File: src/sv/bdgp_pkg.sv
`timescale 1ns / 1ps

package bdgp_pkg;

  // Percent scale and the fixed colour used in low-power mode.
  localparam int unsigned PCT_FULL      = 100;
  localparam int unsigned LOW_POWER_CAP = 25;
  localparam int unsigned LOW_POWER_RED = 255;

  // Division by 100 as a multiply by a reciprocal: floor(x / 100) equals
  // (x * 5243) >> 19 for every x below 43690, which covers all products here.
  localparam int unsigned RECIP_100   = 5243;
  localparam int unsigned RECIP_SHIFT = 19;

  localparam int unsigned PIXELS_PER_BYTE = 8;
  localparam int unsigned PIX_IDX_W       = $clog2(PIXELS_PER_BYTE);

  localparam int unsigned LEVEL_W = 8;
  localparam int unsigned PCT_W   = 7;
  localparam int unsigned MODE_W  = 2;
  localparam int unsigned WORD_W  = 24;
  localparam int unsigned CFG_IDX_W  = 3;
  localparam int unsigned CFG_DATA_W = 8;

  // Default depth of the queue between the front and back parts.
  localparam int unsigned QUEUE_DEPTH_DEFAULT = 4;

  // Register indexes on the configuration port.
  localparam logic [CFG_IDX_W-1:0] REG_RED        = 3'd0;
  localparam logic [CFG_IDX_W-1:0] REG_GREEN      = 3'd1;
  localparam logic [CFG_IDX_W-1:0] REG_BLUE       = 3'd2;
  localparam logic [CFG_IDX_W-1:0] REG_BRIGHTNESS = 3'd3;
  localparam logic [CFG_IDX_W-1:0] REG_DIMMING    = 3'd4;
  localparam logic [CFG_IDX_W-1:0] REG_POWER_MODE = 3'd5;

  // Power modes; the unused code behaves as normal mode.
  localparam logic [MODE_W-1:0] MODE_NORMAL    = 2'd0;
  localparam logic [MODE_W-1:0] MODE_LOW_POWER = 2'd1;
  localparam logic [MODE_W-1:0] MODE_SUSPEND   = 2'd2;

  typedef struct packed {
    logic [LEVEL_W-1:0] red_level;
    logic [LEVEL_W-1:0] green_level;
    logic [LEVEL_W-1:0] blue_level;
    logic [PCT_W-1:0]   brightness_pct;
    logic [PCT_W-1:0]   dimming_pct;
    logic [MODE_W-1:0]  power_mode;
  } cfg_t;

  // One classified byte waiting for serialization.
  typedef struct packed {
    logic [7:0]        pixel_byte;
    logic              final_byte;
    logic [WORD_W-1:0] grb_word;
  } pix_entry_t;

endpackage

File: src/sv/bitmap_to_dimmed_grb_pixels_top.sv
`timescale 1ns / 1ps

// Turns a stream of pixel-map bytes into 24-bit GRB colour words, eight words
// per byte, first pixel from bit 0. A lit pixel gets the string colour scaled
// by the effective brightness brightness*(100-dimming)/100 (at least 1 when
// brightness is nonzero, capped at 25 and forced to pure red in low-power mode);
// a dark pixel gets zero. In suspend mode bytes are taken and dropped. A byte
// passes a three-stage arithmetic front end, waits in a small queue, and a
// serializer emits one word per cycle while the output is ready, eight words
// per byte; new bytes are taken while earlier ones are serialized, as long as
// the queue has room. The first word of a byte passes the front-end stages,
// the queue and the output register before it is offered. Write the
// configuration registers only while no request is in flight.
module bitmap_to_dimmed_grb_pixels_top #(
  parameter int unsigned QUEUE_DEPTH = bdgp_pkg::QUEUE_DEPTH_DEFAULT
) (
  input  logic                              clk,
  input  logic                              rst,
  // Input requests.
  input  logic                              s_axis_tvalid,
  output logic                              s_axis_tready,
  input  logic [7:0]                        s_axis_tdata,  // [7:0] pixel_byte
  input  logic                              s_axis_tlast,  // final_byte
  // Output requests.
  output logic                              m_axis_tvalid,
  input  logic                              m_axis_tready,
  output logic [bdgp_pkg::WORD_W-1:0]       m_axis_tdata,  // [23:0] grb_word
  output logic                              m_axis_tlast,  // last_of_byte
  output logic                              m_axis_tuser,  // [0] frame_end
  // Configuration writes.
  input  logic                              cfg_we,
  input  logic [bdgp_pkg::CFG_IDX_W-1:0]    cfg_index,
  input  logic [bdgp_pkg::CFG_DATA_W-1:0]   cfg_data
);

  localparam int unsigned CW = $clog2(QUEUE_DEPTH + 1);

  bdgp_pkg::cfg_t       cfg;
  logic                 accept;
  logic                 push;
  bdgp_pkg::pix_entry_t push_entry;
  logic [1:0]           inflight;
  bdgp_pkg::pix_entry_t head;
  logic                 empty;
  logic [CW-1:0]        q_count;
  logic                 pop;
  logic [CW:0]          occupancy;

  // Configuration registers. Unknown indexes are ignored.
  always_ff @(posedge clk) begin
    if (rst) begin
      cfg.red_level      <= '0;
      cfg.green_level    <= '0;
      cfg.blue_level     <= '0;
      cfg.brightness_pct <= bdgp_pkg::PCT_W'(bdgp_pkg::PCT_FULL);
      cfg.dimming_pct    <= '0;
      cfg.power_mode     <= bdgp_pkg::MODE_NORMAL;
    end else if (cfg_we) begin
      unique case (cfg_index)
        bdgp_pkg::REG_RED:        cfg.red_level      <= cfg_data;
        bdgp_pkg::REG_GREEN:      cfg.green_level    <= cfg_data;
        bdgp_pkg::REG_BLUE:       cfg.blue_level     <= cfg_data;
        bdgp_pkg::REG_BRIGHTNESS: cfg.brightness_pct <= cfg_data[bdgp_pkg::PCT_W-1:0];
        bdgp_pkg::REG_DIMMING:    cfg.dimming_pct    <= cfg_data[bdgp_pkg::PCT_W-1:0];
        bdgp_pkg::REG_POWER_MODE: cfg.power_mode     <= cfg_data[bdgp_pkg::MODE_W-1:0];
        default: ;
      endcase
    end
  end

  // A byte is taken only when the queue has room for it and for every byte
  // still in the front end, so the front end never has to stall.
  assign occupancy     = (CW + 1)'(q_count) + (CW + 1)'(inflight);
  assign s_axis_tready = (occupancy < (CW + 1)'(QUEUE_DEPTH));
  assign accept        = s_axis_tvalid && s_axis_tready;

  bdgp_front u_front (
    .clk        (clk),
    .rst        (rst),
    .accept     (accept),
    .pixel_byte (s_axis_tdata),
    .final_byte (s_axis_tlast),
    .cfg        (cfg),
    .push       (push),
    .push_entry (push_entry),
    .inflight   (inflight)
  );

  bdgp_queue #(
    .DEPTH (QUEUE_DEPTH),
    .CW    (CW)
  ) u_queue (
    .clk        (clk),
    .rst        (rst),
    .push       (push),
    .push_entry (push_entry),
    .pop        (pop),
    .head       (head),
    .empty      (empty),
    .count      (q_count)
  );

  bdgp_back u_back (
    .clk           (clk),
    .rst           (rst),
    .head          (head),
    .empty         (empty),
    .pop           (pop),
    .m_axis_tvalid (m_axis_tvalid),
    .m_axis_tready (m_axis_tready),
    .m_axis_tdata  (m_axis_tdata),
    .m_axis_tlast  (m_axis_tlast),
    .m_axis_tuser  (m_axis_tuser)
  );

endmodule

File: src/sv/bdgp_front.sv
`timescale 1ns / 1ps

module bdgp_front (
  input  logic                 clk,
  input  logic                 rst,
  input  logic                 accept,
  input  logic [7:0]           pixel_byte,
  input  logic                 final_byte,
  input  bdgp_pkg::cfg_t       cfg,
  output logic                 push,
  output bdgp_pkg::pix_entry_t push_entry,
  output logic [1:0]           inflight
);

  localparam int unsigned PROD_W  = 2 * bdgp_pkg::PCT_W;
  localparam int unsigned RMUL1_W = PROD_W + 13;
  localparam int unsigned CH_W    = bdgp_pkg::LEVEL_W + bdgp_pkg::PCT_W;
  localparam int unsigned RMUL2_W = CH_W + 13;

  logic [bdgp_pkg::PCT_W-1:0] bright_sat;
  logic [bdgp_pkg::PCT_W-1:0] dim_sat;
  logic                       low_mode;

  // Stage 1: brightness times the remaining percent.
  logic                       v1;
  logic [7:0]                 pix1;
  logic                       fin1;
  logic [PROD_W-1:0]          prod1;
  logic                       bnz1;
  logic                       low1;

  // Stage 2: effective brightness.
  logic                       v2;
  logic [7:0]                 pix2;
  logic                       fin2;
  logic [bdgp_pkg::PCT_W-1:0] eff2;
  logic                       low2;
  logic [RMUL1_W-1:0]         eff_mul;
  logic [bdgp_pkg::PCT_W-1:0] eff_raw;
  logic [bdgp_pkg::PCT_W-1:0] eff_next;

  // Stage 3: each channel times the effective brightness.
  logic                       v3;
  logic [7:0]                 pix3;
  logic                       fin3;
  logic [CH_W-1:0]            g3;
  logic [CH_W-1:0]            r3;
  logic [CH_W-1:0]            b3;
  logic [bdgp_pkg::LEVEL_W-1:0] g_src;
  logic [bdgp_pkg::LEVEL_W-1:0] r_src;
  logic [bdgp_pkg::LEVEL_W-1:0] b_src;
  logic [RMUL2_W-1:0]         g_mul;
  logic [RMUL2_W-1:0]         r_mul;
  logic [RMUL2_W-1:0]         b_mul;

  assign bright_sat = (cfg.brightness_pct > bdgp_pkg::PCT_W'(bdgp_pkg::PCT_FULL))
                      ? bdgp_pkg::PCT_W'(bdgp_pkg::PCT_FULL) : cfg.brightness_pct;
  assign dim_sat    = (cfg.dimming_pct > bdgp_pkg::PCT_W'(bdgp_pkg::PCT_FULL))
                      ? bdgp_pkg::PCT_W'(bdgp_pkg::PCT_FULL) : cfg.dimming_pct;
  assign low_mode   = (cfg.power_mode == bdgp_pkg::MODE_LOW_POWER);

  // Suspended bytes never enter the pipeline.
  always_ff @(posedge clk) begin
    if (rst) begin
      v1 <= 1'b0;
      v2 <= 1'b0;
      v3 <= 1'b0;
    end else begin
      v1 <= accept && (cfg.power_mode != bdgp_pkg::MODE_SUSPEND);
      v2 <= v1;
      v3 <= v2;
    end
  end

  always_ff @(posedge clk) begin
    pix1  <= pixel_byte;
    fin1  <= final_byte;
    prod1 <= PROD_W'(bright_sat) *
             PROD_W'(bdgp_pkg::PCT_W'(bdgp_pkg::PCT_FULL) - dim_sat);
    bnz1  <= (bright_sat != '0);
    low1  <= low_mode;
  end

  always_comb begin
    eff_mul  = RMUL1_W'(prod1) * RMUL1_W'(bdgp_pkg::RECIP_100);
    eff_raw  = eff_mul[bdgp_pkg::RECIP_SHIFT +: bdgp_pkg::PCT_W];
    eff_next = eff_raw;
    if (bnz1 && (eff_raw == '0)) begin
      eff_next = bdgp_pkg::PCT_W'(1);
    end
    if (low1 && (eff_next > bdgp_pkg::PCT_W'(bdgp_pkg::LOW_POWER_CAP))) begin
      eff_next = bdgp_pkg::PCT_W'(bdgp_pkg::LOW_POWER_CAP);
    end
  end

  always_ff @(posedge clk) begin
    pix2 <= pix1;
    fin2 <= fin1;
    eff2 <= eff_next;
    low2 <= low1;
  end

  // Low-power mode forces the colour to pure red.
  assign g_src = low2 ? '0 : cfg.green_level;
  assign r_src = low2 ? bdgp_pkg::LEVEL_W'(bdgp_pkg::LOW_POWER_RED) : cfg.red_level;
  assign b_src = low2 ? '0 : cfg.blue_level;

  always_ff @(posedge clk) begin
    pix3 <= pix2;
    fin3 <= fin2;
    g3   <= CH_W'(g_src) * CH_W'(eff2);
    r3   <= CH_W'(r_src) * CH_W'(eff2);
    b3   <= CH_W'(b_src) * CH_W'(eff2);
  end

  assign g_mul = RMUL2_W'(g3) * RMUL2_W'(bdgp_pkg::RECIP_100);
  assign r_mul = RMUL2_W'(r3) * RMUL2_W'(bdgp_pkg::RECIP_100);
  assign b_mul = RMUL2_W'(b3) * RMUL2_W'(bdgp_pkg::RECIP_100);

  assign push                  = v3;
  assign push_entry.pixel_byte = pix3;
  assign push_entry.final_byte = fin3;
  assign push_entry.grb_word   = {g_mul[bdgp_pkg::RECIP_SHIFT +: bdgp_pkg::LEVEL_W],
                                  r_mul[bdgp_pkg::RECIP_SHIFT +: bdgp_pkg::LEVEL_W],
                                  b_mul[bdgp_pkg::RECIP_SHIFT +: bdgp_pkg::LEVEL_W]};

  assign inflight = 2'(v1) + 2'(v2) + 2'(v3);

endmodule

File: src/sv/bdgp_queue.sv
`timescale 1ns / 1ps

module bdgp_queue #(
  parameter int unsigned DEPTH = bdgp_pkg::QUEUE_DEPTH_DEFAULT,
  parameter int unsigned CW    = $clog2(DEPTH + 1)
) (
  input  logic                 clk,
  input  logic                 rst,
  input  logic                 push,
  input  bdgp_pkg::pix_entry_t push_entry,
  input  logic                 pop,
  output bdgp_pkg::pix_entry_t head,
  output logic                 empty,
  output logic [CW-1:0]        count
);

  localparam int unsigned AW = (DEPTH > 1) ? $clog2(DEPTH) : 1;

  bdgp_pkg::pix_entry_t slots [DEPTH];
  logic [AW-1:0]        wr_ptr;
  logic [AW-1:0]        rd_ptr;

  always_ff @(posedge clk) begin
    if (rst) begin
      wr_ptr <= '0;
      rd_ptr <= '0;
      count  <= '0;
    end else begin
      if (push) begin
        wr_ptr <= (wr_ptr == AW'(DEPTH - 1)) ? '0 : wr_ptr + AW'(1);
      end
      if (pop) begin
        rd_ptr <= (rd_ptr == AW'(DEPTH - 1)) ? '0 : rd_ptr + AW'(1);
      end
      case ({push, pop})
        2'b10:   count <= count + CW'(1);
        2'b01:   count <= count - CW'(1);
        default: count <= count;
      endcase
    end
  end

  always_ff @(posedge clk) begin
    if (push) begin
      slots[wr_ptr] <= push_entry;
    end
  end

  assign head  = slots[rd_ptr];
  assign empty = (count == '0);

endmodule

File: src/sv/bdgp_back.sv
`timescale 1ns / 1ps

module bdgp_back (
  input  logic                         clk,
  input  logic                         rst,
  input  bdgp_pkg::pix_entry_t         head,
  input  logic                         empty,
  output logic                         pop,
  output logic                         m_axis_tvalid,
  input  logic                         m_axis_tready,
  output logic [bdgp_pkg::WORD_W-1:0]  m_axis_tdata,
  output logic                         m_axis_tlast,
  output logic                         m_axis_tuser
);

  localparam logic [bdgp_pkg::PIX_IDX_W-1:0] LAST_IDX =
    bdgp_pkg::PIX_IDX_W'(bdgp_pkg::PIXELS_PER_BYTE - 1);

  logic                           load;
  logic [bdgp_pkg::PIX_IDX_W-1:0] idx;
  logic                           at_last;

  assign load    = !empty && (!m_axis_tvalid || m_axis_tready);
  assign at_last = (idx == LAST_IDX);
  assign pop     = load && at_last;

  always_ff @(posedge clk) begin
    if (rst) begin
      m_axis_tvalid <= 1'b0;
      idx           <= '0;
    end else if (load) begin
      m_axis_tvalid <= 1'b1;
      idx           <= at_last ? '0 : idx + bdgp_pkg::PIX_IDX_W'(1);
    end else if (m_axis_tready) begin
      m_axis_tvalid <= 1'b0;
    end
  end

  always_ff @(posedge clk) begin
    if (load) begin
      m_axis_tdata <= head.pixel_byte[idx] ? head.grb_word : '0;
      m_axis_tlast <= at_last;
      m_axis_tuser <= at_last && head.final_byte;
    end
  end

endmodule

File: config.mk
export PLATFORM = sky130hd
export DESIGN_NAME = bitmap_to_dimmed_grb_pixels_top
export DESIGN_NICKNAME = d
export VERILOG_FILES = /design/src/sv/bdgp_pkg.sv /design/src/sv/bitmap_to_dimmed_grb_pixels_top.sv /design/src/sv/bdgp_front.sv /design/src/sv/bdgp_queue.sv /design/src/sv/bdgp_back.sv
export SDC_FILE = /design/constraint.sdc
export NUM_CORES = 2
export LEC_CHECK = 0
export BUFFER_PORTS_ARGS = -buffer_cell sky130_fd_sc_hd__buf_2
export CORE_ASPECT_RATIO = 1.4
export CORE_UTILIZATION = 60
export DETAILED_ROUTE_END_ITERATION = 10
export PLACE_DENSITY_LB_ADDON = 0.25
export REMOVE_ABC_BUFFERS = 1
export SLEW_MARGIN = 5
export SYNTH_ARGS = -nofsm -noshare
export SYNTH_HDL_FRONTEND = slang
export SYNTH_SLANG_ARGS = --single-unit
File: constraint.sdc
create_clock -name clk -period 7.02 [get_ports clk]
set_input_delay 1.404 -clock clk [delete_from_list [all_inputs] [get_ports clk]]
set_output_delay 1.404 -clock clk [all_outputs]
set_load 0.03 [all_outputs]
# After elaboration in Yosys (flattened, before gate mapping)
# Memory sizes are Yosys's and may differ from the RTL's. A register that Yosys moved wholly into a read port is not among the register bits.
# Cells that the tools add are included.
# totals
reg_bits	176
latchBits	0
ramBits	132
romBits	0
output_inout_bits	28
elab_cells	106
memories	1
# mem_list
memory	words	width	read_ports	rd_ports_with_merged_regs	write_ports	line	rtl
u_queue.slots	4	33	1	1	1	bdgp_queue.sv:19	bdgp_pkg::pix_entry_t slots [DEPTH];
# op_classes
add_sub_neg	9
mul	8
n_div	0
n_lt_le_gt_ge	5
n_eq_ne	12
shift	0
n_mux	18
bitwise	0
reduce_logical	22
# ops
operator	count
15-bit by 13-bit multiplier with 27-bit output, second input constant	3
8-bit by 7-bit multiplier with 15-bit output	3
14-bit by 13-bit multiplier with 26-bit output, second input constant	1
8-bit 2-to-1 mux	3
7-bit 2-to-1 mux	3
7-bit > comparator, second input constant	2
7-bit by 14-bit multiplier with 14-bit output	1
2-bit AND reduction	6
3-bit == test, second input constant	3
2-bit 2-to-1 mux	4
7-bit by 7-bit subtractor with 8-bit output, first input constant	1
7-bit by 5-bit > comparator with 1-bit output, second input constant	1
1-bit logical AND	7
7-bit logical NOT	1
7-bit nonzero test	1
3-bit by 1-bit adder with 3-bit output, second input constant	2
2-bit == test, second input constant	3
3-bit by 2-bit == test with 1-bit output, second input constant	2
3-bit logical NOT	2
3-bit case mux with 2 select lines	1
1-bit 2-to-1 mux	5
2-bit by 1-bit adder with 2-bit output, second input constant	2
3-bit by 2-bit adder with 4-bit output	1
2-bit by 1-bit == test with 1-bit output, second input constant	2
other kinds (12)	14

# Logic depth before layout (Yosys ltp)
# depth
word_depth	6
ltp_mapped	25
depth_no_buf	24

# Hierarchy
# A second synthesis with hierarchy kept.
# unflattened
cells_unflattened	2865
hier_area_um2	31247.5
# modules_own_cells
module	instances	cells_each	area_each_um2	seq_area_each_um2
bdgp_front	1	2380	22968.3	1981.9
bdgp_queue	1	220	5250.0	4144.0
bitmap_to_dimmed_grb_pixels_top	1	154	1682.9	800.8
bdgp_back	1	111	1346.3	860.8

# Worst setup path before layout
# No wires, ideal clock.
# synth_timing
path_type	register to register
from	register cfg[2] (netlist name)
to	register u_front.prod1[13]
arrival_time_ns	5.126
t_required_ns	6.948
setup_slack_ns	1.822
stages_incl_launch_ff	23
path_buffers	1
period_less_slack_ns	5.198
path_cell_list	dfxtp_1 o21ai_0 a21oi_1 nor2b_1 inv_1 ha_1 nor2b_1 o211ai_1 and3_1 clkbuf_1 and2_1 fa_1 inv_1 fa_1 fa_1 inv_1 fa_1 ha_1 a21o_1 a21oi_1 o21ai_0 o41ai_1 xnor2_1
# synth_between
elab_chain_len	4
# synth_lines
item	line	rtl
7-bit > comparator	bdgp_front.sv:58	assign dim_sat = (cfg.dimming_pct > bdgp_pkg::PCT_W'(bdgp_pkg::PCT_FULL))
7-bit 2-to-1 mux *	bdgp_front.sv:59	? bdgp_pkg::PCT_W'(bdgp_pkg::PCT_FULL) : cfg.dimming_pct;
7-bit by 7-bit subtractor with 8-bit output *	bdgp_front.sv:79	PROD_W'(bdgp_pkg::PCT_W'(bdgp_pkg::PCT_FULL) - dim_sat);
7-bit by 14-bit multiplier with 14-bit output *	bdgp_front.sv:78	prod1 <= PROD_W'(bright_sat) *
end signal, assigned	bdgp_front.sv:78	
end, declared	bdgp_front.sv:28	logic [PROD_W-1:0] prod1;
# Mark *: on every way between the ends. The rest lies on a longest branch, timed or not.
# A chain may end at the register's enable or synchronous reset.

# Worst setup path in the final report
# layout_timing
from	register cfg[2] (netlist name)
to	register u_front.prod1[13]
# layout_between
elab_chain_len	4
# layout_lines
item	line
7-bit > comparator	bdgp_front.sv:58
7-bit 2-to-1 mux *	bdgp_front.sv:59
7-bit by 7-bit subtractor with 8-bit output *	bdgp_front.sv:79
7-bit by 14-bit multiplier with 14-bit output *	bdgp_front.sv:78
# Marked as above.

==> results.toml <==
[cells_and_area]
final_cell_mix = "inv_1 (656), ha_1 (517), fa_1 (395)"
drive_above_1_share = 0.0527
n_antenna_cell = 0
final_nets = 3834
final_cells = 3564
area_growth_pct = 6.48
final_common_cell = "inv_1"

[critical_path]
max_stage_delay_ns = 0.68
crit_path_end_kind = "flip-flop"
reg2regPathDepth = 18
cp.required_ns = 7.52
crit_path_frequent_cell = "fa_1"
cp_top_family = "adder cells"
crit_start = "cfg[2]"
crit_path_start_kind = "flip-flop"
crit_path_cell_trace = "o21ai_0, a21oi_1, nor2b_1, inv_1, ha_1, o31ai_1, nand2_1, fa_1, fa_1, inv_1, fa_1, fa_1, ha_1, and3_1, a21oi_1, o21ai_0, o41ai_1, xnor2_1"
timing.rr.start = "cfg[2]"
crit-reg2reg-capture = "u_front.prod1[13]"
crit_fanout = 7
crit_type = "reg -> reg"
critPathArrivalTime_ns = 6.24
crit_slowest_cell = "o31ai_1"
worstPathBufferInverterCount = 2
rrSetupSlack_ns = 1.28

[power_and_ir_drop]
vdd_ir_drop_max_v = 0.000666
p_leak_nw = 16.6
report.power.total_mw = 13.0
power_density_mw_per_mm2 = 400

[placed_design]
gp_congestion = 0.896
dp_hpwl_mm = 48.0
placed_cells = 3508
dp_slack_ns = 1.34
port-buffer-count = 52

[routing]
drc = 6
via_count = 19000
dr.pass1.iters = 8
via_per_inst = 5.34
drtIter0Drc = 616
wl_mm = 57.4
ant_nets = 0
wl_per_cell_um = 16.1

[floorplan]
floorplan.initialDensity = 0.610
ios = 53
core-area_mm2 = 0.0502
die_height_um = 269
fp-row-count = 97
dieArea_mm2 = 0.0520
die_x_um = 193

[cts]
postCtsSetupBuffers = 0
cts_hold_buf = 0
clkSinkCount = 310
cts_tree = "built"
root_buffer = "clkbuf_16"
path_clk_slew_ns = 0.07
cts_htree_levels = 1
cts_resized = 0
cts_buffer_depth = 3
clk_latency_ns = 0.57
cts_buffers = 30

[global_route]
antenna_found_initial = 0
overflow = 0
track_usage = 0.233
grt_max_degree = 55
grt_pass1_vias = 21300
grt_pass1_wl_mm = 97.8

[logic_synthesis]
synth_seq_area_share = 0.254
ys_types = 59
synthFlopType = "edfxtp_1"
synth-edff-count = 158
yosys_warnings = 0
syn_area_per_cell_um2 = 10.8
syn_area_mm2 = 0.0306
synth_cells = 2841
ys_seq_elements = 310
async_reset_ff_frac = 0

[sta]
rsz0062_at_grt = "false"
final.setup.tns_ns = 0
max_clock_freq_mhz = 174
setup_viol = 0
period_share = 0.818
drv_slew = 0
maxSlewHeadroom = 0.269
clock_skew_ns = 0.0162
fin_hold_ws_ns = 0.332
hold_viol = 0
finalWorstSetupSlack_ns = 1.28
fin_crit_ns = 5.74
worst_slew_pin_slew_ns = 1.09

[worst_hold_path]
hold_depth = 0
hp-start = "u_front.fin1"
hold_path.class = "reg -> reg"
holdPathEnd = "u_front.fin2"

[status]
status = "finished with violations"
violations = "design-rule violations"

[flow_run]
drv_cap = 0
-- through the flow --
stage / area [um2] / utilization
after floorplan: 30500 / -
after global placement: 31600 / 0.629
after detailed placement: 31600 / 0.629
after CTS: 32600 / 0.649
after global routing: 32600 / 0.649
final: 32600 / 0.649
-- where the power goes --
| part | switching, mW | internal, mW |
|---|---|---|
| Sequential | 0.310 | 2.08 |
| Clock | 0.703 | 0.926 |
| Combinational | 5.16 | 3.86 |
-- cell type report --
| type | instances | area, um2 |
|---|---|---|
| clock buffer | 36 | 836 |
| clock inverter | 20 | 171 |
| fill | 3959 | 17600 |
| inverter | 656 | 2460 |
| multi-input combinational | 1840 | 20300 |
| sequential | 310 | 7790 |
| tap | 643 | 805 |
| timing repair buffer | 59 | 313 |
-- logic make-up after synthesis --
logic type | count (synthesis) | share of synthesized area
muxes | 50 | 0.0310
DFF | 310 | 0.254
and+or+nand+nor | 527 | 0.0828
AOI/OAI and AO/OA | 239 | 0.0481
adders and majority gates | 912 | 0.469
xor gates and xnor gates | 97 | 0.0277
other | 2 | 0.000245
buffers and inverters | 704 | 0.0869
-- metal layers --
metal	vias to the layer above	track usage	routed length, um
li1	9183	-	-
met1	9422	0.266	22500
met2	306	0.449	31600
met3	106	0.0233	1710
met4	0	0.0660	1630
met5	-	0	0
-- worst reg2reg max path, delay by kind of cell (launching register included) --
kind | cells | cell delay [ns]
compound gates | 6 | 1.80
flops | 1 | 0.36
fa+ha+maj | 6 | 2.61
xor+xnor | 1 | 0.16
buf+inv | 2 | 0.13
simple gates | 3 | 0.61
-- worst max path at each step --
stage | endpoint | cells after the start
3_5_place_dp | u_front.prod1[13] | 18
3_3_place_gp | u_queue.slots[0][19] | 17
4_1_cts | u_front.prod1[13] | 18
5_1_grt | u_front.prod1[13] | 18
2_1_floorplan | u_front.prod1[13] | 21
6_report | u_front.prod1[13] | 18
-- cell usage after synthesis, drive strengths merged (3+ instances only) --
cell type	number	area (um2)
nor3	19	95.1
and2	72	450
edfxtp	158	4740
or2	7	43.8
a211oi	13	97.6
clkbuf	41	154
o22ai	3	18.8
nor2b	71	444
o21ai	48	240
o211ai	4	30.0
buf	7	46.3
and4	3	26.3
and3	17	106
mux2i	15	163
mux4	35	788
nand3	19	95.1
o21bai	14	105
o21a	9	67.6
nor2	76	285
a21oi	94	470
ha	517	6470
nand2	218	818
nand4	6	37.5
xor2	24	210
xnor2	73	639
nand3b	5	37.5
a41o	3	30.0
inv	656	2460
o41ai	6	52.6
a21o	25	188
fa	395	7910
dfxtp	152	3040
o31ai	3	22.5
nand2b	7	43.8
-- sequential cells by signal (all words and copies together), names as in the netlist, 7 cells and up, named ones only --
name and flops:
cfg 40, u_front.b3 15, u_front.g3 15, u_front.r3 15, u_front.pix2 8, u_front.pix3 8, u_front.eff2 7, u_front.prod1 14
u_queue.slots 132, u_back.m_axis_tdata 24, u_front.pix1 8
Note: power is estimated with default switching activity, not from simulation.
